`src/hw/rtl/assert_macros.svh`:
```
// Assertion macros used by the top-level RTL file of the reaction step core.
// Defining NO_ASSERTIONS turns every macro into an empty body.
`ifndef ASSERT_MACROS_SVH
`define ASSERT_MACROS_SVH
`ifndef NO_ASSERTIONS
// The condition must hold at every clock edge outside reset.
`define ASSERT_ALWAYS(lbl, clk, rst, cond) \
   lbl: assert property (@(posedge clk) disable iff (rst) (cond)) \
      else $error("assertion failed");
// When the trigger holds, the condition must hold at the next clock edge.
`define ASSERT_NEXT(lbl, clk, rst, trig, cond) \
   lbl: assert property (@(posedge clk) disable iff (rst) (trig) |=> (cond)) \
      else $error("assertion failed");
`else
`define ASSERT_ALWAYS(lbl, clk, rst, cond)
`define ASSERT_NEXT(lbl, clk, rst, trig, cond)
`endif
`endif

```
`src/hw/rtl/gil_pkg.sv`:
```
// Types, codes and constants of the reaction step core.
// Used by the front end, queue, divider, back end and top level.
`default_nettype none
package gil_pkg;

   localparam int LN_W = 38;
   localparam int DIV_W = 64;
   localparam int QUEUE_DEPTH = 2;

   localparam logic [31:0] LN2_Q32 = 32'd2977044472;
   localparam logic [59:0] PROP_CAP = '1;

   // Reaction indices as reported on the result channel.
   localparam logic [3:0] RX_HK_MAKE      = 4'd0;
   localparam logic [3:0] RX_HK_DECAY     = 4'd1;
   localparam logic [3:0] RX_HK_ACTIVATE  = 4'd2;
   localparam logic [3:0] RX_TRANSFER_RR  = 4'd3;
   localparam logic [3:0] RX_TRANSFER_SR  = 4'd4;
   localparam logic [3:0] RX_OUTPUT_MAKE  = 4'd5;
   localparam logic [3:0] RX_OUTPUT_DECAY = 4'd6;
   localparam logic [3:0] RX_HKP_DECAY    = 4'd7;
   localparam logic [3:0] NONE_FIRED      = 4'd8;

   // Configuration register indices.
   localparam logic [3:0] CSR_INDUCER_LEVEL     = 4'd0;
   localparam logic [3:0] CSR_HK_PRODUCTION     = 4'd1;
   localparam logic [3:0] CSR_DECAY_RATE        = 4'd2;
   localparam logic [3:0] CSR_MAX_ACTIVATION    = 4'd3;
   localparam logic [3:0] CSR_ACTIVATION_HALF   = 4'd4;
   localparam logic [3:0] CSR_TRANSFER_RATE_RR  = 4'd5;
   localparam logic [3:0] CSR_TRANSFER_RATE_SR  = 4'd6;
   localparam logic [3:0] CSR_MAX_OUTPUT_RATE   = 4'd7;

   typedef struct packed {
      logic [31:0] inducer_level;
      logic [31:0] hk_production_rate;
      logic [31:0] decay_rate;
      logic [31:0] max_activation_rate;
      logic [31:0] activation_half_level;
      logic [31:0] transfer_rate_rr;
      logic [31:0] transfer_rate_sr;
      logic [31:0] max_output_rate;
   } cfg_type;

   typedef struct packed {
      logic [LN_W-1:0] ln;
      logic [31:0]     uniform_pick;
   } q_entry_type;

   typedef struct packed {
      logic full;
      logic empty;
   } q_status_type;

   typedef struct packed {
      logic             start;
      logic [DIV_W-1:0] dividend;
      logic [DIV_W-1:0] divisor;
   } div_req_type;

   typedef struct packed {
      logic             done;
      logic [DIV_W-1:0] quotient;
   } div_rsp_type;

   typedef struct packed {
      logic [3:0]  fired_reaction;
      logic [63:0] elapsed_time;
      logic [15:0] count_hk;
      logic [15:0] count_hk_active;
      logic [15:0] count_rr_active;
      logic [15:0] count_sr_active;
      logic [15:0] count_output;
      logic        count_saturated;
   } result_type;

   typedef enum logic [2:0] {
      F_IDLE, F_NORM, F_SQ, F_LNA, F_LNB
   } front_state_type;

   typedef enum logic [2:0] {
      B_IDLE, B_MUL, B_ACC, B_KAP_DIV, B_PICK, B_TAU_DIV, B_FINISH
   } back_state_type;

   typedef enum logic [2:0] {
      OP_KAP_NUM, OP_DECAY_HK, OP_KAP_HK, OP_DECAY_OUT, OP_DECAY_HKP,
      OP_PICK_HI, OP_PICK_LO
   } mul_op_type;

endpackage
`default_nettype wire

```
`src/hw/rtl/gil_queue.sv`:
```
// Short queue of prepared items between the front end and the back end.
// Depends on gil_pkg.
`default_nettype none
module gil_queue import gil_pkg::*; (
   input  logic         clock,
   input  logic         reset,
   input  logic         push_valid,
   input  q_entry_type  push_entry,
   input  logic         pop,
   output q_entry_type  head,
   output q_status_type status
);

   localparam int PTR_W = $clog2(QUEUE_DEPTH);

   q_entry_type      store_ff [QUEUE_DEPTH];
   logic [PTR_W-1:0] wr_ff, rd_ff;
   logic [PTR_W:0]   cnt_ff;
   logic             do_push, do_pop;

   assign status.full  = (cnt_ff == (PTR_W + 1)'(QUEUE_DEPTH));
   assign status.empty = (cnt_ff == '0);
   assign do_push = push_valid && !status.full;
   assign do_pop  = pop && !status.empty;
   assign head    = store_ff[rd_ff];

   always_ff @(posedge clock) begin
      if (reset) begin
         wr_ff  <= '0;
         rd_ff  <= '0;
         cnt_ff <= '0;
      end else begin
         if (do_push) begin
            wr_ff <= (wr_ff == PTR_W'(QUEUE_DEPTH - 1)) ? '0 : wr_ff + 1'b1;
         end
         if (do_pop) begin
            rd_ff <= (rd_ff == PTR_W'(QUEUE_DEPTH - 1)) ? '0 : rd_ff + 1'b1;
         end
         if (do_push && !do_pop) begin
            cnt_ff <= cnt_ff + 1'b1;
         end else if (do_pop && !do_push) begin
            cnt_ff <= cnt_ff - 1'b1;
         end
      end
      if (do_push) begin
         store_ff[wr_ff] <= push_entry;
      end
   end

endmodule
`default_nettype wire

```
`config.mk`:
```
export PLATFORM = sky130hd
export DESIGN_NAME = gil_queue
export DESIGN_NICKNAME = d
export VERILOG_FILES = /design/src/hw/rtl/assert_macros.svh /design/src/hw/rtl/gil_pkg.sv /design/src/hw/rtl/gil_queue.sv
export SDC_FILE = /design/constraint.sdc
export NUM_CORES = 1
export LEC_CHECK = 0
export BUFFER_PORTS_ARGS = -buffer_cell sky130_fd_sc_hd__buf_2
export CORE_ASPECT_RATIO = 0.7
export CORE_UTILIZATION = 30
export CTS_CLUSTER_DIAMETER = 200
export CTS_CLUSTER_SIZE = 25
export DETAILED_ROUTE_END_ITERATION = 8
export GPL_TIMING_DRIVEN = 0
export SETUP_SLACK_MARGIN = 0.15
export SYNTH_ARGS = -nofsm -noshare
export SYNTH_HDL_FRONTEND = slang
export SYNTH_SLANG_ARGS = --single-unit
```
`constraint.sdc`:
```
create_clock -name clock -period 6.66 [get_ports clock]
set_clock_uncertainty 0.2 [all_clocks]
set_input_delay 0.999 -clock clock [delete_from_list [all_inputs] [get_ports clock]]
set_output_delay 0.999 -clock clock [all_outputs]
set_load 0.01 [all_outputs]
```
# Word level (Yosys, flattened, before mapping)
# Memory sizes are Yosys's and may differ from the RTL's. A register that Yosys moved wholly into a read port is not among the register bits.
# Cells that the tools add are included.
# W data, S select, Z words.
# classes
mux	8
n_eq_ne	1
n_reduce_logical	10
add_sub_neg	4
# ops
op	count
$mux W1	6
$logic_and A1 B1 Y1	4
$logic_not A1 Y1	4
$mux W2	2
$add A1 B1 Y1 const B	2
$add A2 B1 Y2 const B	1
$eq A2 B2 Y1 const B	1
$logic_not A2 Y1	1
$reduce_bool A2 Y1	1
$sub A2 B1 Y2 const B	1
# word_totals
input_bits	74
mem_count	1
out_inout_bits	72
ram_bits	140
wordCells	27
ff_bits	4
# memory_table
name	words	width	read_ports	rd_clocked_by_memory_dff	write_ports	line	source
store_ff	2	70	1	1	1	gil_queue.sv:16	q_entry_type store_ff [QUEUE_DEPTH];

# Longest topological paths before layout
# logic_depth
word_depth	7
depth_mapped	6
ltp_nobuf	6

# Worst setup path after synthesis
# No wires, ideal clock.
# synth_timing
kind	input port to flip-flop
start	input port push_valid
end	memory store_ff[1][0] (netlist bit), enable pin
setup_ps	436
n_path_buf	0
t_arrival_ps	2830
slack_ps	3194
path_stages	3
required_time_ps	6024
path_cell_list	inv_1 nor2_1 and2_1
# synth_between
elab_chain_len	3
# synth_lines
element	line	source
start, declared	gil_queue.sv:7	input logic push_valid,
$logic_and A1 B1 Y1	gil_queue.sv:23	assign do_push = push_valid && !status.full;
named net do_push	gil_queue.sv:19	logic do_push, do_pop;
$mux W1	gil_queue.sv:45	if (do_push) begin
$mux W1 (not written as such)	gil_queue.sv:46	store_ff[wr_ff] <= push_entry;
end, declared	gil_queue.sv:16	
# The timed path passes the listed nets, and every way through them passes these cells.

==> run summary <==
NumNets Final: 484
Leak: 2.571 nW
Fillers: 1,620
Crit-path cells: buf_2 -> buf_2 -> mux2_2 -> buf_2
Top-count cell post-synth: edfxtp_1
Sequential area share after synthesis: 81.98%
Critical path class: flip-flop to output pin
Layout cells sized above 1: 60.86%
Peak VDD IR: 0.0001744 V
Worst EP required: 5.46 ns
GRT Resource Usage Total: 11.61%
CTS max path bufs: 2
Die Height: 112.7 um
Total Wirelength: 10,020 um
CP arrival: 1.75 ns
Cell area power density: 396.5 mW/mm^2
Synthesized area per cell: 21.61 um^2
Worst path most repeated cell: buf_2
Top_reg_cell synth: edfxtp_1
Synth area leaders: edfxtp_1, mux2_2, dfxtp_1
Reg clk slew, reported paths: 0.06 ns
CP Max Fanout: 10
Root Driver: clkbuf_16
Hold_sp: wr_ff
Multi-input gate area: 900.9 um^2
Vias in the first global route: 2,940
Initial drt markers: 148
DRT antenna net count: 0
Reg2reg end: store_ff[0][22]
Initial DRT Pass Iterations: 4
Placed cell count: 621
Distinct cells, synth: 13
Avg WL per Cell: 15.39 um
Vias/cell: 4.226
Leading area contributor after synthesis: edfxtp_1
Reg2reg path depth: 4
H-tree Lvls: 4
Hold Crit Class: flip-flop to flip-flop
Largest net degree at the start of global routing: 39
Number of flops mapped to enable cells by yosys: 140
Initial antenna violation count: 1
Synth warn: 0
Fin cells: 651
Worst Max-Slew Pin Slew: 0.4960 ns
Ports: 146
Setup Buffers After CTS: 0
Post-DP HPWL: 6581 um
Die area: 0.01804 mm^2
Rows: 40
Remaining Overflow, GRT: 0
Initial Util: 30.67%
Post-cts gate resize count: 0
Crit. End Element: output pin
Top cells by count, synth: edfxtp_1, mux2_2, buf_2
Routability cong.: 0.7432
IO Port Bufs: 145
TNS Setup: 0 ns
Final setup fails: 0
Global-route wire length before repair: 15,400 um
Seq cells post-synth: 145
Worst reg2reg setup slack: 4.55 ns
Layout area overhead: 31.12%
Post-synth ARST share: 0%
Slowest stage cell, crit path: mux2_2
Pins Over Slew Limit: 0
CTS tree: built
TritonCTS Sinks: 145
Worst-skew pair later-pin latency: 0.41 ns
Crit-path max cell delay: 0.38 ns
Minimum clock period: 2.945 ns
Crit start category: flip-flop
Max Cap Viol: 0
Die width: 160.1 um
Share of the synthesized area in the top cell type: 80.08%
Status: finished, final reports clean
Fmax: 339.5 MHz
Reg2reg start: cnt_ff[0]
Mapped Area: 0.005250 mm^2
Register area: 0.004304 mm^2
Unrepaired setup endpoints after global routing: false
Hold buffer count at cts: 0
DRC viols: 0
Hold Vio Cnt, Final: 0
Max-slew headroom: 66.93%
Core area: 0.01712 mm^2
Critical path destination: head[60]
Synthesized Nets: 318
Post-Synthesis Cells: 243
Fin crit share: 44.22%
Num CTS Buffers: 17
Via Count: 2,751
-- power by group --
part           switching (mW)  internal (mW)
clock network           0.347          0.580
registers              0.0291           1.15
logic                   0.337          0.290
total                   0.713           2.02
-- cell usage in the layout (no fill, tap or decap), drive strengths merged --
| master | count |
|---|---|
| a21oi | 2 |
| and2 | 1 |
| buf | 155 |
| bufinv | 3 |
| clkbuf | 18 |
| clkinv | 7 |
| clkinvlp | 1 |
| dfxtp | 5 |
| diode | 1 |
| edfxtp | 140 |
| ha | 1 |
| inv | 2 |
| mux2 | 70 |
| nor2 | 5 |
| nor2b | 1 |
| o21ai | 3 |
| or3 | 2 |
| xor2 | 3 |
-- state kept, by name (all words and copies together), names as in the netlist, named ones only --
register / cells
wr_ff: 1
cnt_ff: 2
rd_ff: 1
store_ff: 140
-- worst max-delay path, delay by kind of cell (launching register included) --
family / cells / cell delay [ns]
buffers and inverters: 3 / 0.66
DFF: 1 / 0.30
muxes: 1 / 0.38
-- metal layers --
metal / up-vias / wire (um) / share of wire, % / GRT usage (%)
met4: 0 / 196 / 2.0 / 6.476
li1: 1290 / - / - / -
met3: 19 / 731 / 7.3 / 4.472
met5: - / 0 / 0 / 0
met1: 1344 / 4387 / 44 / 13.45
met2: 98 / 4704 / 47 / 18.58
-- final cells by class --
type / instances / share of cell area, %
Inverter: 2 / 0.1454
Tap cell: 231 / 4.198
Antenna cell: 1 / 0.03635
Clock inverter: 11 / 2.072
Clock buffer: 18 / 6.234
Multi-Input combinational cell: 88 / 13.09
Buffer: 8 / 0.5816
Sequential cell: 145 / 62.52
Timing Repair Buffer: 147 / 11.12
-- how the worst min path moves through the flow --
stage          endpoint  slack, ns  cells past startpoint
3_5_place_dp      wr_ff       0.29                      2
2_1_floorplan     wr_ff       0.25                      2
6_report          wr_ff       0.30                      2
4_1_cts           wr_ff       0.30                      2
3_3_place_gp      wr_ff       0.27                      2
5_1_grt           wr_ff       0.35                      2
-- cell families after synthesis --
kind of cell	after synthesis	share of synthesized area, %
AO/OA/AOI/OAI	5	0.4766
XOR/XNOR	3	0.5006
adder cells (fa/ha/maj)	1	0.2383
buffers and inverters	10	0.9057
flip-flops	145	81.98
multiplexers	70	15.01
AND/OR/NAND/NOR	9	0.8819
-- stage by stage --
stage                     hold WS (ns)  power [mW]  setup slack (ns)  instance area [um^2]  util [%]
after global routing            0.3453       2.864             3.555                  6882     40.20
after floorplan                 0.2516       1.582             3.194                  5250         -
after detailed placement        0.2860       1.840             3.829                  6310     36.86
final                           0.2999       2.729             3.715                  6884     40.22
after CTS                       0.2960       2.781             3.600                  6882     40.20
after global placement          0.2718       1.823             2.116                  6265     36.60
Note: power is estimated with default switching activity, not from simulation.
