==> src/hw/rtl/assert_macros.svh <==
// Assertion macros used by the top-level RTL file of the reaction step core.
// Defining NO_ASSERTIONS turns every macro into an empty body.
`ifndef ASSERT_MACROS_SVH
`define ASSERT_MACROS_SVH
`ifndef NO_ASSERTIONS
// The condition must hold at every clock edge outside reset.
`define ASSERT_ALWAYS(lbl, clk, rst, cond) \
   lbl: assert property (@(posedge clk) disable iff (rst) (cond)) \
      else $error("assertion failed");
// When the trigger holds, the condition must hold at the next clock edge.
`define ASSERT_NEXT(lbl, clk, rst, trig, cond) \
   lbl: assert property (@(posedge clk) disable iff (rst) (trig) |=> (cond)) \
      else $error("assertion failed");
`else
`define ASSERT_ALWAYS(lbl, clk, rst, cond)
`define ASSERT_NEXT(lbl, clk, rst, trig, cond)
`endif
`endif

==> src/hw/rtl/gil_pkg.sv <==
// Types, codes and constants of the reaction step core.
// Used by the front end, queue, divider, back end and top level.
`default_nettype none
package gil_pkg;

   localparam int LN_W = 38;
   localparam int DIV_W = 64;
   localparam int QUEUE_DEPTH = 2;

   localparam logic [31:0] LN2_Q32 = 32'd2977044472;
   localparam logic [59:0] PROP_CAP = '1;

   // Reaction indices as reported on the result channel.
   localparam logic [3:0] RX_HK_MAKE      = 4'd0;
   localparam logic [3:0] RX_HK_DECAY     = 4'd1;
   localparam logic [3:0] RX_HK_ACTIVATE  = 4'd2;
   localparam logic [3:0] RX_TRANSFER_RR  = 4'd3;
   localparam logic [3:0] RX_TRANSFER_SR  = 4'd4;
   localparam logic [3:0] RX_OUTPUT_MAKE  = 4'd5;
   localparam logic [3:0] RX_OUTPUT_DECAY = 4'd6;
   localparam logic [3:0] RX_HKP_DECAY    = 4'd7;
   localparam logic [3:0] NONE_FIRED      = 4'd8;

   // Configuration register indices.
   localparam logic [3:0] CSR_INDUCER_LEVEL     = 4'd0;
   localparam logic [3:0] CSR_HK_PRODUCTION     = 4'd1;
   localparam logic [3:0] CSR_DECAY_RATE        = 4'd2;
   localparam logic [3:0] CSR_MAX_ACTIVATION    = 4'd3;
   localparam logic [3:0] CSR_ACTIVATION_HALF   = 4'd4;
   localparam logic [3:0] CSR_TRANSFER_RATE_RR  = 4'd5;
   localparam logic [3:0] CSR_TRANSFER_RATE_SR  = 4'd6;
   localparam logic [3:0] CSR_MAX_OUTPUT_RATE   = 4'd7;

   typedef struct packed {
      logic [31:0] inducer_level;
      logic [31:0] hk_production_rate;
      logic [31:0] decay_rate;
      logic [31:0] max_activation_rate;
      logic [31:0] activation_half_level;
      logic [31:0] transfer_rate_rr;
      logic [31:0] transfer_rate_sr;
      logic [31:0] max_output_rate;
   } cfg_type;

   typedef struct packed {
      logic [LN_W-1:0] ln;
      logic [31:0]     uniform_pick;
   } q_entry_type;

   typedef struct packed {
      logic full;
      logic empty;
   } q_status_type;

   typedef struct packed {
      logic             start;
      logic [DIV_W-1:0] dividend;
      logic [DIV_W-1:0] divisor;
   } div_req_type;

   typedef struct packed {
      logic             done;
      logic [DIV_W-1:0] quotient;
   } div_rsp_type;

   typedef struct packed {
      logic [3:0]  fired_reaction;
      logic [63:0] elapsed_time;
      logic [15:0] count_hk;
      logic [15:0] count_hk_active;
      logic [15:0] count_rr_active;
      logic [15:0] count_sr_active;
      logic [15:0] count_output;
      logic        count_saturated;
   } result_type;

   typedef enum logic [2:0] {
      F_IDLE, F_NORM, F_SQ, F_LNA, F_LNB
   } front_state_type;

   typedef enum logic [2:0] {
      B_IDLE, B_MUL, B_ACC, B_KAP_DIV, B_PICK, B_TAU_DIV, B_FINISH
   } back_state_type;

   typedef enum logic [2:0] {
      OP_KAP_NUM, OP_DECAY_HK, OP_KAP_HK, OP_DECAY_OUT, OP_DECAY_HKP,
      OP_PICK_HI, OP_PICK_LO
   } mul_op_type;

endpackage
`default_nettype wire

==> src/hw/rtl/gil_divider.sv <==
// Restoring divider, one quotient bit per cycle, shared by the back end.
// Depends on gil_pkg.
`default_nettype none
module gil_divider import gil_pkg::*; (
   input  logic        clock,
   input  logic        reset,
   input  div_req_type req,
   output div_rsp_type rsp
);

   localparam int CNT_W = $clog2(DIV_W);

   logic             busy_ff, busy_in;
   logic             done_ff, done_in;
   logic [CNT_W-1:0] cnt_ff, cnt_in;
   logic [DIV_W-1:0] rem_ff, rem_in;
   logic [DIV_W-1:0] quo_ff, quo_in;
   logic [DIV_W-1:0] dvs_ff, dvs_in;
   logic [DIV_W:0]   trial, diff;

   always_ff @(posedge clock) begin
      if (reset) begin
         busy_ff <= 1'b0;
         done_ff <= 1'b0;
         cnt_ff  <= '0;
      end else begin
         busy_ff <= busy_in;
         done_ff <= done_in;
         cnt_ff  <= cnt_in;
      end
      rem_ff <= rem_in;
      quo_ff <= quo_in;
      dvs_ff <= dvs_in;
   end

   always_comb begin
      busy_in = busy_ff;
      done_in = 1'b0;
      cnt_in  = cnt_ff;
      rem_in  = rem_ff;
      quo_in  = quo_ff;
      dvs_in  = dvs_ff;
      trial   = {rem_ff, quo_ff[DIV_W-1]};
      diff    = trial - {1'b0, dvs_ff};
      if (req.start) begin
         busy_in = 1'b1;
         cnt_in  = '0;
         rem_in  = '0;
         quo_in  = req.dividend;
         dvs_in  = req.divisor;
      end else if (busy_ff) begin
         if (trial >= {1'b0, dvs_ff}) begin
            rem_in = diff[DIV_W-1:0];
            quo_in = {quo_ff[DIV_W-2:0], 1'b1};
         end else begin
            rem_in = trial[DIV_W-1:0];
            quo_in = {quo_ff[DIV_W-2:0], 1'b0};
         end
         cnt_in = cnt_ff + 1'b1;
         if (cnt_ff == CNT_W'(DIV_W - 1)) begin
            busy_in = 1'b0;
            done_in = 1'b1;
         end
      end
   end

   assign rsp.done     = done_ff;
   assign rsp.quotient = quo_ff;

endmodule
`default_nettype wire

==> config.mk <==
export PLATFORM = sky130hd
export DESIGN_NAME = gil_divider
export DESIGN_NICKNAME = d
export VERILOG_FILES = /design/src/hw/rtl/assert_macros.svh /design/src/hw/rtl/gil_pkg.sv /design/src/hw/rtl/gil_divider.sv
export SDC_FILE = /design/constraint.sdc
export NUM_CORES = 1
export LEC_CHECK = 0
export BUFFER_PORTS_ARGS = -buffer_cell sky130_fd_sc_hd__buf_2
export CORE_MARGIN = 3
export CORE_UTILIZATION = 50
export CTS_BUF_LIST = sky130_fd_sc_hd__clkbuf_4 sky130_fd_sc_hd__clkbuf_8
export CTS_CLUSTER_DIAMETER = 80
export DETAILED_ROUTE_END_ITERATION = 7
export GPL_TIMING_DRIVEN = 0
export PLACE_DENSITY_LB_ADDON = 0.05
export SLEW_MARGIN = 20
export SYNTH_ARGS = -nofsm -noshare
export SYNTH_HDL_FRONTEND = slang
export SYNTH_SLANG_ARGS = --single-unit
==> constraint.sdc <==
create_clock -name clock -period 3.9 [get_ports clock]
set_input_delay 1.17 -clock clock [delete_from_list [all_inputs] [get_ports clock]]
set_output_delay 1.17 -clock clock [all_outputs]
set_load 0.005 [all_outputs]
==> Word level (Yosys, flattened, before mapping) <==
Cells that the tools add are included.
{ "classes": {"bitwise_logic": 1, "eq_ne": 1, "reduce_logical": 3, "n_mux": 8, "n_lt_le_gt_ge": 1, "addsub": 2} }
{ "ops": {"columns": ["op", "n"], "rows": [
  ["$mux 64", 3],
  ["$ge 65x64->1", 1],
  ["$sub 64x64->64", 1],
  ["$add 6x1->6 const B", 1],
  ["$eq 6x6->1 const B", 1],
  ["$mux 1", 5],
  ["$reduce_or 3->1", 1],
  ["$reduce_bool 2->1", 1],
  ["$reduce_or 2->1", 1],
  ["$not 1->1", 1]
]} }
{ "totals": {"inputBits": 131, "ff_bits": 200, "wordCells": 22, "out_inout_bits": 65} }

==> Logic depth before layout (Yosys ltp) <==
{ "logic_depth": {"word_depth": 4, "mapped_depth": 15, "ltp_nobuf": 13} }

==> Least setup slack after synthesis <==
No wires, ideal clock.
{ "synth_path": {"path_kind": "input -> register", "startpoint": "input port req[128] in the netlist's numbering", "endpoint": "register quo_ff[0], enable pin", "path_buffers": 2, "setup_ns": 0.418, "required_time_ns": 3.482, "slack_ns": 0.382, "arrival_ns": 3.099, "stages": 4, "cell_sequence": "clkbuf_1 clkbuf_1 nor2_1 inv_1"} }
{ "synth_between": {"elab_chain_len": 1} }
{ "synth_lines": {"columns": ["item", "line", "source"], "rows": [
  ["start, declared", "gil_divider.sv:7", "input div_req_type req,"],
  ["$reduce_bool 2->1 (no line)", null, null],
  ["end signal, assigned", "gil_divider.sv:32", "quo_ff <= quo_in;"],
  ["end, declared", "gil_divider.sv:17", "logic [DIV_W-1:0] quo_ff, quo_in;"]
]} }
No other way between the ends.
A chain may end at the register's enable or synchronous reset.

==> Final worst setup path <==
{ "layout_path": {"startpoint": "input port req[128] in the netlist's numbering", "endpoint": "register quo_ff[55], enable pin"} }
The elaborated chain is that of the path after synthesis.

==> results <==
- The arrival time reported for the critical path endpoint is around 3900 ps.
- The vertical die dimension is 161 um.
- The flow ran to the end, and the final reports show no timing, DRC or antenna violations.
- The smallest clock period supported by the final layout is computed as 3660 ps.
- The wire length reported by the detailed router is 33600 um.
- In the final layout, the share of cells above drive strength 1 is 0.227.
- The average instance in the mapped netlist occupies 9.53 sq um.
- The combined global-route utilization of all metal layers is 0.259.
- The cell area after synthesis is 12000 sq um.
- The starting density of the core is 0.510.
- The register-to-register path setup slack is about 250 ps.
- The number of buffer cells added on primary ports is 195.
- The repair_antennas step left the layout with diodes totalling 0.
- The worst voltage drop across the vdd grid is about 0.25 mV.
- The worst setup path is launched from a primary input.
- The number of buffers inserted during clock tree synthesis is 17.
- TritonCTS built the clock tree.
- The share of synthesized flip-flops with an asynchronous set or reset is 0.
- The detailed placer's ending HPWL is around 25000 um.
- The number of global-route vias before repair is 10300.
- Counting every sink on the clock net gives 200.
- The dominant cell type by area after synthesis is sky130_fd_sc_hd__edfxtp_1.
- The first-iteration detailed-routing DRC count is 753.
- The global-route wire length before repair is 53700 um.
- For this run, design rule violations remaining after detail routing come to 0.
- The floorplan has 56 rows.
- Compared with the post-synthesis result, the final layout area differs by 15.6%.
- The count of boundary I/O pins is around 200.
- By area the synthesized netlist is led by sky130_fd_sc_hd__edfxtp_1 32%, sky130_fd_sc_hd__dfxtp_1 12%, sky130_fd_sc_hd__ha_1 6.8%.
- The completed layout was analyzed and its total power is between 5 and 6 mW.
- Synthesis produced a netlist with a net count of around 1500.
- The sequential-to-total area share from yosys stat is 0.441.
- Leaving out fill and tap cells, the most frequent cell in the layout is sky130_fd_sc_hd__buf_2.
- The worst-case clock skew is just over 30 ps.
- Of all nets on the critical path, the largest fanout is 36.
- For this run the aggregate overflow at the end of global routing stands at 0.
- The sort of element at the end of the critical path is a register.
- The worst-margin pin slew is about 850 ps.
- The core region is ~23000 sq um.
- The clock slew at the register clock pins of the worst setup and hold paths is 130 ps.
- Setup violations remaining at the end of the flow were counted as 0.
- The pin count of the biggest net entering global routing is 37.
- In this run the horizontal extent of the chip is ~160 um.
- Across the run, the number of max-cap violations was 0.
- The number of hold buffers added after CTS was 0.
- Counting every instance in the synthesized netlist gives ~1300.
- The deepest level of the CTS H-tree is 4.
- The latest clock arrival within the worst-skew pair is roughly 520 ps.
- Counting flops with a built-in enable in the synthesized netlist gives 128.
- For this run, the number of Yosys warnings is 0.
- The maximum buffer depth of the clock tree is 2.
- For this run, the top clock speed supported by timing is 0.273 GHz.
- The worst setup path is of the in -> reg kind.
- The final weighted congestion of routability-driven global placement is between 0.9 and 1.
- The final routed wire length divided by cell count is between 15 and 20 um.
- The via count is 10300.
- The sum of negative setup slack is 0 ps.
- The distinct cell type count after synthesis is roughly 70.
- Setup repair after global routing left no endpoint under its margin.
- The clock root buffer is sky130_fd_sc_hd__clkbuf_8.
- At the worst endpoint, the required time is 4100 ps.
- The number of failing hold endpoints at the final stage came to 0.
- The count of filler cells inserted in the layout is around 2100.
- Dividing the detail-routed via count by the number of cells gives around 5.7.
- The kind of path behind the tightest hold check is reg -> reg.
- The power density over the cells is a little over 400 nW/um^2.
- After the last flow step, the layout net total stands at approximately 1700.
- The area share of the largest cell type after synthesis is 0.321.
- The count of pins over their slew limit is 0.
- Counting flops and latches in the post-synthesis netlist gives 200.
- Measured against its own limit, the worst slew margin works out to 0.432.
- The number of iterations in the first detailed-routing pass is 5.
- The top cell types in the final layout, fill and taps aside, are 202 x sky130_fd_sc_hd__buf_2, 154 x sky130_fd_sc_hd__nand2_1, 128 x sky130_fd_sc_hd__edfxtp_1.
- In this run the remaining antenna-violating nets after routing total 0.
- The die covers between 20000 and 30000 sq um.
- The analysis attributes to cell leakage a power of roughly 5.8 nW.
- The post-route clock period utilization is 0.938.
- The number of antenna violations at the first check in global routing is 1.
- For this run, the leading register cell type out of synthesis is sky130_fd_sc_hd__edfxtp_1.
sequential cells by signal, indices dropped and copies added, names as in the netlist:
signal   cells
busy_ff      1
cnt_ff       6
done_ff      1
dvs_ff      64
quo_ff      64
rem_ff      64
stage by stage:
stage	worst slack [ps]	instance area (sq um)	instances	utilization	hold WS [ps]
6_report	242	13800	1805	0.590	494
5_1_grt	7.32	13800	1805	0.590	527
4_1_cts	75.9	13800	1805	0.589	493
3_5_place_dp	-394	13400	1773	0.571	465
3_3_place_gp	-2020	13400	1771	0.569	464
2_1_floorplan	382	12000	1257	-	445
synthesized netlist by cell type, types with 10 or more instances:
master and instances:
sky130_fd_sc_hd__nand2_1 154, sky130_fd_sc_hd__edfxtp_1 128, sky130_fd_sc_hd__nor2_1 113, sky130_fd_sc_hd__a21oi_1 89, sky130_fd_sc_hd__inv_1 88, sky130_fd_sc_hd__dfxtp_1 72, sky130_fd_sc_hd__mux2_2 66, sky130_fd_sc_hd__ha_1 65
sky130_fd_sc_hd__o21ai_0 51, sky130_fd_sc_hd__a311oi_1 46, sky130_fd_sc_hd__clkbuf_1 44, sky130_fd_sc_hd__xnor2_1 32, sky130_fd_sc_hd__a21o_1 31, sky130_fd_sc_hd__o21bai_1 20, sky130_fd_sc_hd__nand4_1 19, sky130_fd_sc_hd__a211oi_1 18
sky130_fd_sc_hd__nand3_1 18, sky130_fd_sc_hd__xor2_1 17, sky130_fd_sc_hd__nor3_1 14, sky130_fd_sc_hd__or3_1 13, sky130_fd_sc_hd__o21a_1 11, sky130_fd_sc_hd__o211ai_1 10
worst max-delay path: stages:
cell and delay [ps]:
sky130_fd_sc_hd__buf_4 370, sky130_fd_sc_hd__buf_12 270, sky130_fd_sc_hd__clkbuf_1 560, sky130_fd_sc_hd__clkbuf_1 610, sky130_fd_sc_hd__nor2_1 190, sky130_fd_sc_hd__inv_4 350
sky130_fd_sc_hd__buf_12 260
final timing paths:
kind / end / cells after the start / start
min: done_ff / 2 / cnt_ff[5]
max reg2reg: rem_ff[12] / 12 / dvs_ff[3]
max: quo_ff[55] / 7 / req[128]
min reg2reg: done_ff / 2 / cnt_ff[5]
kinds of logic after synthesis:
family	share of synthesized area
AO/OA/AOI/OAI	0.190
XOR/XNOR	0.0358
adder cells (fa/ha/maj)	0.0696
buffers and inverters	0.0508
flip-flops	0.441
multiplexers	0.0654
AND/OR/NAND/NOR	0.147
routing by layer:
| metal | track usage | up-vias | wire length (um) |
|---|---|---|---|
| met5 | 0 | - | 13 |
| li1 | - | 5011 | - |
| met1 | 0.344 | 4828 | 14600 |
| met2 | 0.418 | 415 | 15300 |
| met3 | 0.0635 | 62 | 2880 |
| met4 | 0.0884 | 2 | 889 |
layout make-up:
cell class | instances | area (sq um) | area share
well taps | 319 | 399 | 0.0288
multi-input cells | 907 | 6090 | 0.440
clock buffers | 17 | 234 | 0.0169
repair buffers | 197 | 1020 | 0.0736
flip-flops and latches | 200 | 5290 | 0.382
plain buffers | 62 | 282 | 0.0203
clock inverters | 15 | 199 | 0.0144
inverters | 88 | 333 | 0.0240
where the power goes:
part	leakage [nW]	internal, mW	switching (mW)	total [mW]
combinational	3.72	0.671	1.04	1.71
sequential	1.86	2.47	0.109	2.58
clock	0.215	0.513	0.925	1.44
total	5.80	3.65	2.07	5.72
timing repair:
item	4_1_cts	5_1_grt
setup endpoints to repair	0	30
setup buffers	0	0
gates resized for setup	0	7
No activity file was read; power rests on OpenSTA's default activity.
