$ cat src/hw/rtl/assert_macros.svh
// Assertion macros used by the top-level RTL file of the reaction step core.
// Defining NO_ASSERTIONS turns every macro into an empty body.
`ifndef ASSERT_MACROS_SVH
`define ASSERT_MACROS_SVH
`ifndef NO_ASSERTIONS
// The condition must hold at every clock edge outside reset.
`define ASSERT_ALWAYS(lbl, clk, rst, cond) \
   lbl: assert property (@(posedge clk) disable iff (rst) (cond)) \
      else $error("assertion failed");
// When the trigger holds, the condition must hold at the next clock edge.
`define ASSERT_NEXT(lbl, clk, rst, trig, cond) \
   lbl: assert property (@(posedge clk) disable iff (rst) (trig) |=> (cond)) \
      else $error("assertion failed");
`else
`define ASSERT_ALWAYS(lbl, clk, rst, cond)
`define ASSERT_NEXT(lbl, clk, rst, trig, cond)
`endif
`endif

$ cat src/hw/rtl/gil_pkg.sv
// Types, codes and constants of the reaction step core.
// Used by the front end, queue, divider, back end and top level.
`default_nettype none
package gil_pkg;

   localparam int LN_W = 38;
   localparam int DIV_W = 64;
   localparam int QUEUE_DEPTH = 2;

   localparam logic [31:0] LN2_Q32 = 32'd2977044472;
   localparam logic [59:0] PROP_CAP = '1;

   // Reaction indices as reported on the result channel.
   localparam logic [3:0] RX_HK_MAKE      = 4'd0;
   localparam logic [3:0] RX_HK_DECAY     = 4'd1;
   localparam logic [3:0] RX_HK_ACTIVATE  = 4'd2;
   localparam logic [3:0] RX_TRANSFER_RR  = 4'd3;
   localparam logic [3:0] RX_TRANSFER_SR  = 4'd4;
   localparam logic [3:0] RX_OUTPUT_MAKE  = 4'd5;
   localparam logic [3:0] RX_OUTPUT_DECAY = 4'd6;
   localparam logic [3:0] RX_HKP_DECAY    = 4'd7;
   localparam logic [3:0] NONE_FIRED      = 4'd8;

   // Configuration register indices.
   localparam logic [3:0] CSR_INDUCER_LEVEL     = 4'd0;
   localparam logic [3:0] CSR_HK_PRODUCTION     = 4'd1;
   localparam logic [3:0] CSR_DECAY_RATE        = 4'd2;
   localparam logic [3:0] CSR_MAX_ACTIVATION    = 4'd3;
   localparam logic [3:0] CSR_ACTIVATION_HALF   = 4'd4;
   localparam logic [3:0] CSR_TRANSFER_RATE_RR  = 4'd5;
   localparam logic [3:0] CSR_TRANSFER_RATE_SR  = 4'd6;
   localparam logic [3:0] CSR_MAX_OUTPUT_RATE   = 4'd7;

   typedef struct packed {
      logic [31:0] inducer_level;
      logic [31:0] hk_production_rate;
      logic [31:0] decay_rate;
      logic [31:0] max_activation_rate;
      logic [31:0] activation_half_level;
      logic [31:0] transfer_rate_rr;
      logic [31:0] transfer_rate_sr;
      logic [31:0] max_output_rate;
   } cfg_type;

   typedef struct packed {
      logic [LN_W-1:0] ln;
      logic [31:0]     uniform_pick;
   } q_entry_type;

   typedef struct packed {
      logic full;
      logic empty;
   } q_status_type;

   typedef struct packed {
      logic             start;
      logic [DIV_W-1:0] dividend;
      logic [DIV_W-1:0] divisor;
   } div_req_type;

   typedef struct packed {
      logic             done;
      logic [DIV_W-1:0] quotient;
   } div_rsp_type;

   typedef struct packed {
      logic [3:0]  fired_reaction;
      logic [63:0] elapsed_time;
      logic [15:0] count_hk;
      logic [15:0] count_hk_active;
      logic [15:0] count_rr_active;
      logic [15:0] count_sr_active;
      logic [15:0] count_output;
      logic        count_saturated;
   } result_type;

   typedef enum logic [2:0] {
      F_IDLE, F_NORM, F_SQ, F_LNA, F_LNB
   } front_state_type;

   typedef enum logic [2:0] {
      B_IDLE, B_MUL, B_ACC, B_KAP_DIV, B_PICK, B_TAU_DIV, B_FINISH
   } back_state_type;

   typedef enum logic [2:0] {
      OP_KAP_NUM, OP_DECAY_HK, OP_KAP_HK, OP_DECAY_OUT, OP_DECAY_HKP,
      OP_PICK_HI, OP_PICK_LO
   } mul_op_type;

endpackage
`default_nettype wire

$ cat src/hw/rtl/gil_front.sv
// Front end: accepts an item and turns its time fraction into ln(1/u1) in Q6.32.
// Depends on gil_pkg; feeds gil_queue.
`default_nettype none
module gil_front import gil_pkg::*; (
   input  logic        clock,
   input  logic        reset,
   input  logic        in_valid,
   output logic        in_ready,
   input  logic [31:0] uniform_time,
   input  logic [31:0] uniform_pick,
   output logic        push_valid,
   output q_entry_type push_entry,
   input  logic        push_ready
);

   front_state_type state_ff, state_in;
   logic [32:0]     x_ff, x_in;
   logic [5:0]      k_ff, k_in;
   logic [30:0]     m_ff, m_in;
   logic [31:0]     frac_ff, frac_in;
   logic [4:0]      iter_ff, iter_in;
   logic [31:0]     pick_ff, pick_in;
   logic [LN_W-1:0] ln_ff, ln_in;
   logic [63:0]     prod_ff, prod_in;
   logic [61:0]     sq;
   logic [31:0]     sq_sh;
   logic [37:0]     lval;

   always_ff @(posedge clock) begin
      if (reset) begin
         state_ff <= F_IDLE;
      end else begin
         state_ff <= state_in;
      end
      x_ff    <= x_in;
      k_ff    <= k_in;
      m_ff    <= m_in;
      frac_ff <= frac_in;
      iter_ff <= iter_in;
      pick_ff <= pick_in;
      ln_ff   <= ln_in;
      prod_ff <= prod_in;
   end

   always_comb begin
      state_in = state_ff;
      unique case (state_ff)
         F_IDLE: if (in_valid) state_in = F_NORM;
         F_NORM: if (x_ff[32]) state_in = F_SQ;
         F_SQ:   if (iter_ff == 5'd31) state_in = F_LNA;
         F_LNA:  state_in = F_LNB;
         F_LNB:  if (push_ready) state_in = F_IDLE;
         default: state_in = F_IDLE;
      endcase
   end

   always_comb begin
      x_in    = x_ff;
      k_in    = k_ff;
      m_in    = m_ff;
      frac_in = frac_ff;
      iter_in = iter_ff;
      pick_in = pick_ff;
      ln_in   = ln_ff;
      prod_in = prod_ff;
      sq      = {31'b0, m_ff} * {31'b0, m_ff};
      sq_sh   = sq[61:30];
      lval    = {k_ff, 32'b0} - {6'b0, frac_ff};
      in_ready   = (state_ff == F_IDLE);
      push_valid = (state_ff == F_LNB);
      push_entry.ln           = ln_ff + LN_W'(prod_ff[63:32]);
      push_entry.uniform_pick = pick_ff;
      unique case (state_ff)
         F_IDLE: begin
            if (in_valid) begin
               x_in    = {1'b0, uniform_time} + 33'd1;
               k_in    = '0;
               frac_in = '0;
               iter_in = '0;
               pick_in = uniform_pick;
            end
         end
         F_NORM: begin
            // Shift the leading one up to bit 32; -log2(u1) is the shift count minus
            // log2 of the normalized mantissa.
            if (x_ff[32]) begin
               m_in = x_ff[32:2];
            end else begin
               x_in = {x_ff[31:0], 1'b0};
               k_in = k_ff + 6'd1;
            end
         end
         F_SQ: begin
            // One fraction bit of log2 per squaring of the Q1.30 mantissa.
            m_in    = sq_sh[31] ? sq_sh[31:1] : sq_sh[30:0];
            frac_in = {frac_ff[30:0], sq_sh[31]};
            iter_in = iter_ff + 5'd1;
         end
         F_LNA: begin
            ln_in   = LN_W'(lval[37:32]) * LN_W'(LN2_Q32);
            prod_in = {32'b0, lval[31:0]} * {32'b0, LN2_Q32};
         end
         F_LNB: begin
         end
         default: begin
         end
      endcase
   end

endmodule
`default_nettype wire

$ cat config.mk
export PLATFORM = sky130hd
export DESIGN_NAME = gil_front
export DESIGN_NICKNAME = d
export VERILOG_FILES = /design/src/hw/rtl/assert_macros.svh /design/src/hw/rtl/gil_pkg.sv /design/src/hw/rtl/gil_front.sv
export SDC_FILE = /design/constraint.sdc
export NUM_CORES = 2
export LEC_CHECK = 0
export BUFFER_PORTS_ARGS = -buffer_cell sky130_fd_sc_hd__buf_2
export CORE_UTILIZATION = 35
export CTS_BUF_LIST = sky130_fd_sc_hd__clkbuf_8
export CTS_CLUSTER_SIZE = 40
export DETAILED_ROUTE_END_ITERATION = 7
export PLACE_DENSITY = 0.58
export SLEW_MARGIN = 15
export SYNTH_ARGS = -nofsm -noshare
export SYNTH_HDL_FRONTEND = slang
export SYNTH_SLANG_ARGS = --single-unit
export TNS_END_PERCENT = 20
$ cat constraint.sdc
create_clock -name clock -period 14 [get_ports clock]
set_clock_uncertainty 0.1 [all_clocks]
set_input_delay 3.5 -clock clock [delete_from_list [all_inputs] [get_ports clock]]
set_output_delay 3.5 -clock clock [all_outputs]
set_load 0.005 [all_outputs]
* After elaboration in Yosys (flattened, before gate mapping) *
Cells that the tools add are included.

word-level totals
  input port bits = 68
  memory bits (read-only) = 0
  bits in registers = 238
  output and inout port bits = 72
  memories = 0
  bits in writable memories = 0
  bits in latches = 0
  word-level logic and storage cells = 56

cells by class
  shift-type cells = 0
  $lt $le $gt $ge = 0
  $add $sub $neg = 5
  multipliers = 3
  divide/modulo/power cells = 0
  bitwise logic cells = 0
  multiplexer cells = 18
  eq/ne operators = 10
  reduce and logical (&&, ||, !) cells = 10

operator list
  operator                                             number
  2-to-1 mux 33 bit                                    2
  one-hot mux 33 bit (2 select lines)                  1
  one-hot mux 32 bit (2 select lines)                  1
  multiplier 31 x 31 -> 62 bit                         1
  2-to-1 mux 31 bit                                    2
  one-hot mux 31 bit (2 select lines)                  1
  multiplier 32 x 29 -> 61 bit, second input constant  1
  adder 38 x 32 -> 38 bit                              1
  subtractor 38 x 32 -> 38 bit                         1
  multiplier 6 x 29 -> 35 bit, second input constant   1
  adder 32 x 1 -> 33 bit, second input constant        1
  2-to-1 mux 32 bit                                    1
  one-hot mux 3 bit (5 select lines)                   1
  2-to-1 mux 3 bit                                     4
  2-to-1 mux 6 bit                                     2
  one-hot mux 6 bit (2 select lines)                   1
  one-hot mux 5 bit (2 select lines)                   1
  inequality test 2 bit, second input constant         4
  AND reduction 2 bit                                  4
  adder 6 x 1 -> 6 bit, second input constant          1
  == test 3 x 2 -> 1 bit, second input constant        2
  nonzero test 2 bit                                   3
  adder 5 x 1 -> 5 bit, second input constant          1
  == test 5 bit, second input constant                 1
  7 further kinds                                      7

* Logic depth before layout (Yosys ltp) *
  depth after elaboration = 3
  mapped depth = 37
  gate-level depth less buffers = 35

* Worst setup path after synthesis *
Ideal clock, no wire load.

  path type = reg2reg
  from = register frac_ff[0]
  to = register prod_ff[60] (data pin)
  stages on the path, launching flop included = 35
  buffers on the path = 1
  slack = 3.702 ns
  period minus slack after synthesis = 10.298 ns
  data required time = 13.636 ns
  arrival = 9.934 ns
  setup time = 0.264 ns
  cell sequence = edfxtp_1 -> clkbuf_1 -> inv_1 -> ha_1 -> nand3_1 -> or2_2 -> nor4_1 -> nand2_1 -> or3_1 -> or3_1 -> xor2_1 -> fa_1 -> inv_1 -> fa_1 -> inv_1 -> fa_1 -> fa_1 -> fa_1 -> fa_1 -> fa_1 -> inv_1 -> fa_1 -> inv_1 -> ha_1 -> a21oi_1 -> o21ai_0 -> a221o_1 -> a221oi_1 -> a2111oi_0 -> o31a_1 -> nand3_1 -> a32oi_1 -> and3_1 -> a221oi_1 -> xnor2_1

on the way
  word-level cells in the longest chain between the ends = 2

ends and longest elaborated chain
  element                       line              RTL
  start, declared               gil_front.sv:20   logic [31:0] frac_ff, frac_in;
  start signal, assigned        gil_front.sv:38   frac_ff <= frac_in;
  subtractor 38 x 32 -> 38 bit  gil_front.sv:68   lval = {k_ff, 32'b0} - {6'b0, frac_ff};
  multiplier 32 x 29 -> 61 bit  gil_front.sv:101  prod_in = {32'b0, lval[31:0]} * {32'b0, LN2_Q32};
  end signal, assigned          gil_front.sv:42   prod_ff <= prod_in;
  end, declared                 gil_front.sv:24   logic [63:0] prod_ff, prod_in;

Every way passes these cells.
A chain may end at the register's enable or synchronous reset.

* Worst setup path after layout *
  from = register frac_ff[0]
  to = register prod_ff[56] (data pin)

The elaborated chain is that of the path after synthesis.

==> results.toml <==
[global_routing]
grt_busiest_layer = "met2"
antenna_found_initial = 9
grt.total_usage_pct = 19.4
gr-usage-met3_pct = 4.26
overflow = 0
grt_max_degree = 69
met1_usage_pct = 27.7
grt_first_pass_wirelength_mm = 235
grt_pass1_vias = 40602
grtUsageMet2_pct = 30.2

[critical_path]
crit_path_start_kind = "register"
critPathMaxFanout = 14
crit_path_frequent_cell = "fa_1"
path_buf_inv = 3
critPathRequiredTime_ps = 14270
cpLargestDelayFamily = "adder cells"
cp_slowest_cell = "a2111oi_0"
worstSetupEndpointType = "register"
crit_arrival_ps = 11980
crit_type = "reg -> reg"
max_stage_delay_ps = 1130

[cts]
cts_made_buffers = 39
cts_hold_buf = 0
cts_tree = "yes"
post-cts-setup-buffers = 0
cts.sinks = 209
cts-resized-gates = 0
cts_max_level = 2
cts.path.max_buffers = 3
cts-root-buf = "clkbuf_8"
path_clk_slew_ps = 60
clk-insertion-delay-late_ps = 630

[floorplanning]
die_y_um = 398
dieArea_um2 = 158000
die_w_um = 398
initial_core_util_pct = 35.4
coreArea_um2 = 155000
ios = 140
rows = 144

[logic_synthesis]
async_flop_share_pct = 0
syn_inst = 5541
yosys_warnings = 0
ys_ff_latch = 209
synth-main-ff-cell = "edfxtp_1"
synthesis.area_um2 = 54800
yosysSeqAreaShare_pct = 11.4
synth_cell_types = 81
synth_edf_count = 206
syn_nets = 7439
syn-mean-instance-area_um2 = 9.89

[cells_and_area]
area_growth_pct = 7.26
nets = 7546
drive_gt1_share_pct = 5.36
fin_cells = 7723

[detailed_routing]
wl_per_cell_um = 19.4
drt_iter0_drc = 2157
postRouteAntennaNets = 0
dr.pass1.iters = 5
vias_per_cell = 4.94
drc = 0
wl_mm = 150
vias = 38186

[sta]
hold_viol_final = 0
tightest_slew_ps = 1280
relSlewSlack_pct = 12.2
grt_setup_unrepaired = "false"
slew_violations = 0
setup_ws_ps = 2290
setup_viol = 0
fin_tns_setup_ps = 0
fin_crit_ps = 11710
fmax_mhz = 85.4
fin_crit_sh_pct = 83.6

[worst_hold_path]
hp-class = "reg -> reg"

[place]
placed_cells = 7651
io_buffers = 139
dp.final_hpwl_mm = 123
place_ws_ps = 2500
gp_congestion = 0.966

[job]
cap_violations = 0

[outcome]
status = "finished, final reports clean"
[flip-flops by register name, summed over array words and instances (netlist names)]
signal	count
pick_ff	32
k_ff	6
prod_ff	32
m_ff	31
frac_ff	32
x_ff	33
iter_ff	5
ln_ff	35
state_ff	3
[kinds of logic after synthesis]
kind of cell    count (synthesis)  synth area share [%]
fa+ha+maj                    1830                  57.0
buf+inv                      1519                  10.4
simple gates                 1115                  9.94
compound gates                608                  6.98
xor+xnor                      250                  4.01
flops                         209                  11.4
mux                            10                 0.187
[Yosys cell counts (9+ instances only)]
library cell,number,area [um2]
a211oi_1,15,113
nand3b_1,32,240
nand3_1,39,195
xor2_1,94,823
nor2_1,205,769
o21bai_1,20,150
nor2b_1,28,175
clkbuf_1,135,507
xnor2_1,155,1360
nand2b_1,16,100
edfxtp_1,206,6190
inv_1,1365,5120
a21oi_1,175,876
a31oi_1,29,181
o21ai_0,138,691
or2_2,11,68.8
and2_1,166,1040
o211ai_1,10,75.1
nor3_1,38,190
and3_1,56,350
nand4_1,39,244
ha_1,718,8980
nand2_1,436,1640
fa_1,1112,22300
a21o_1,117,878
or3_1,9,56.3
a21boi_0,9,67.6
o21a_1,29,218
[metal layers]
layer  up-vias  part of all wire, %  wire length, um
met5         -                    0                0
met2      1053                   45            67400
met1     19512                   45            67500
met3       160                  7.8            11700
met4         0                  2.0             3000
li1      17461                    -                -
[area by class of cell]
type	count	area, um2
Multi-Input combinational cell	3813	42800
Clock buffer	39	537
Timing Repair Buffer	212	1240
Inverter	1373	5150
Sequential cell	209	6250
Antenna cell	8	20.0
Tap cell	2044	2560
Fill cell	15442	96000
Clock inverter	25	170
[tightest hold or removal path, cell delays in order, from the launching register on]
cell,delay [ps]
edfxtp_1,320
nand3b_1,70
nand2_1,70
[cell usage in the layout (no fill, tap or decap), types with 20 or more instances in the layout]
| master | Yosys | layout |
|---|---|---|
| xor2_1 | 94 | 94 |
| buf_4 | 3 | 73 |
| and3_1 | 56 | 56 |
| a31oi_1 | 29 | 29 |
| inv_1 | 1365 | 1371 |
| nand3_1 | 39 | 39 |
| nand4_1 | 39 | 39 |
| o21ai_0 | 138 | 137 |
| nand2_1 | 436 | 436 |
| nor2_1 | 205 | 205 |
| edfxtp_1 | 206 | 206 |
| ha_1 | 718 | 718 |
| nand3b_1 | 32 | 32 |
| nor3_1 | 38 | 38 |
| fa_1 | 1112 | 1112 |
| and2_1 | 166 | 166 |
| o21bai_1 | 20 | 20 |
| xnor2_1 | 155 | 155 |
| clkbuf_8 | 0 | 39 |
| a21o_1 | 117 | 117 |
| o21a_1 | 29 | 29 |
| a21oi_1 | 175 | 175 |
| buf_2 | 6 | 139 |
| nor2b_1 | 28 | 28 |
[path summary, 6_finish.rpt]
check / start / endpoint / slack, ps / depth (start not counted)
max: frac_ff[0]$_SDFFCE_PN0P_ / prod_ff[56]$_DFFE_PP_ / 2290 / 32
min: x_ff[0]$_DFFE_PP_ / x_ff[1]$_DFFE_PP_ / 460 / 2
max reg2reg: frac_ff[0]$_SDFFCE_PN0P_ / prod_ff[56]$_DFFE_PP_ / 2290 / 32
min reg2reg: x_ff[0]$_DFFE_PP_ / x_ff[1]$_DFFE_PP_ / 460 / 2
[metrics by stage]
| stage | utilization, % | hold slack [ps] | area, um2 |
|---|---|---|---|
| final | 38.0 | 463 | 58800 |
| after global routing | 38.0 | 491 | 58700 |
| after CTS | 38.0 | 463 | 58700 |
| after detailed placement | 37.5 | 440 | 58000 |
| after global placement | 37.5 | 443 | 58000 |
| after floorplan | - | 416 | 54800 |
Power is left out: the tool's default activity adds up to more than one toggle a clock period on the data nets, which glitch-free logic cannot reach.
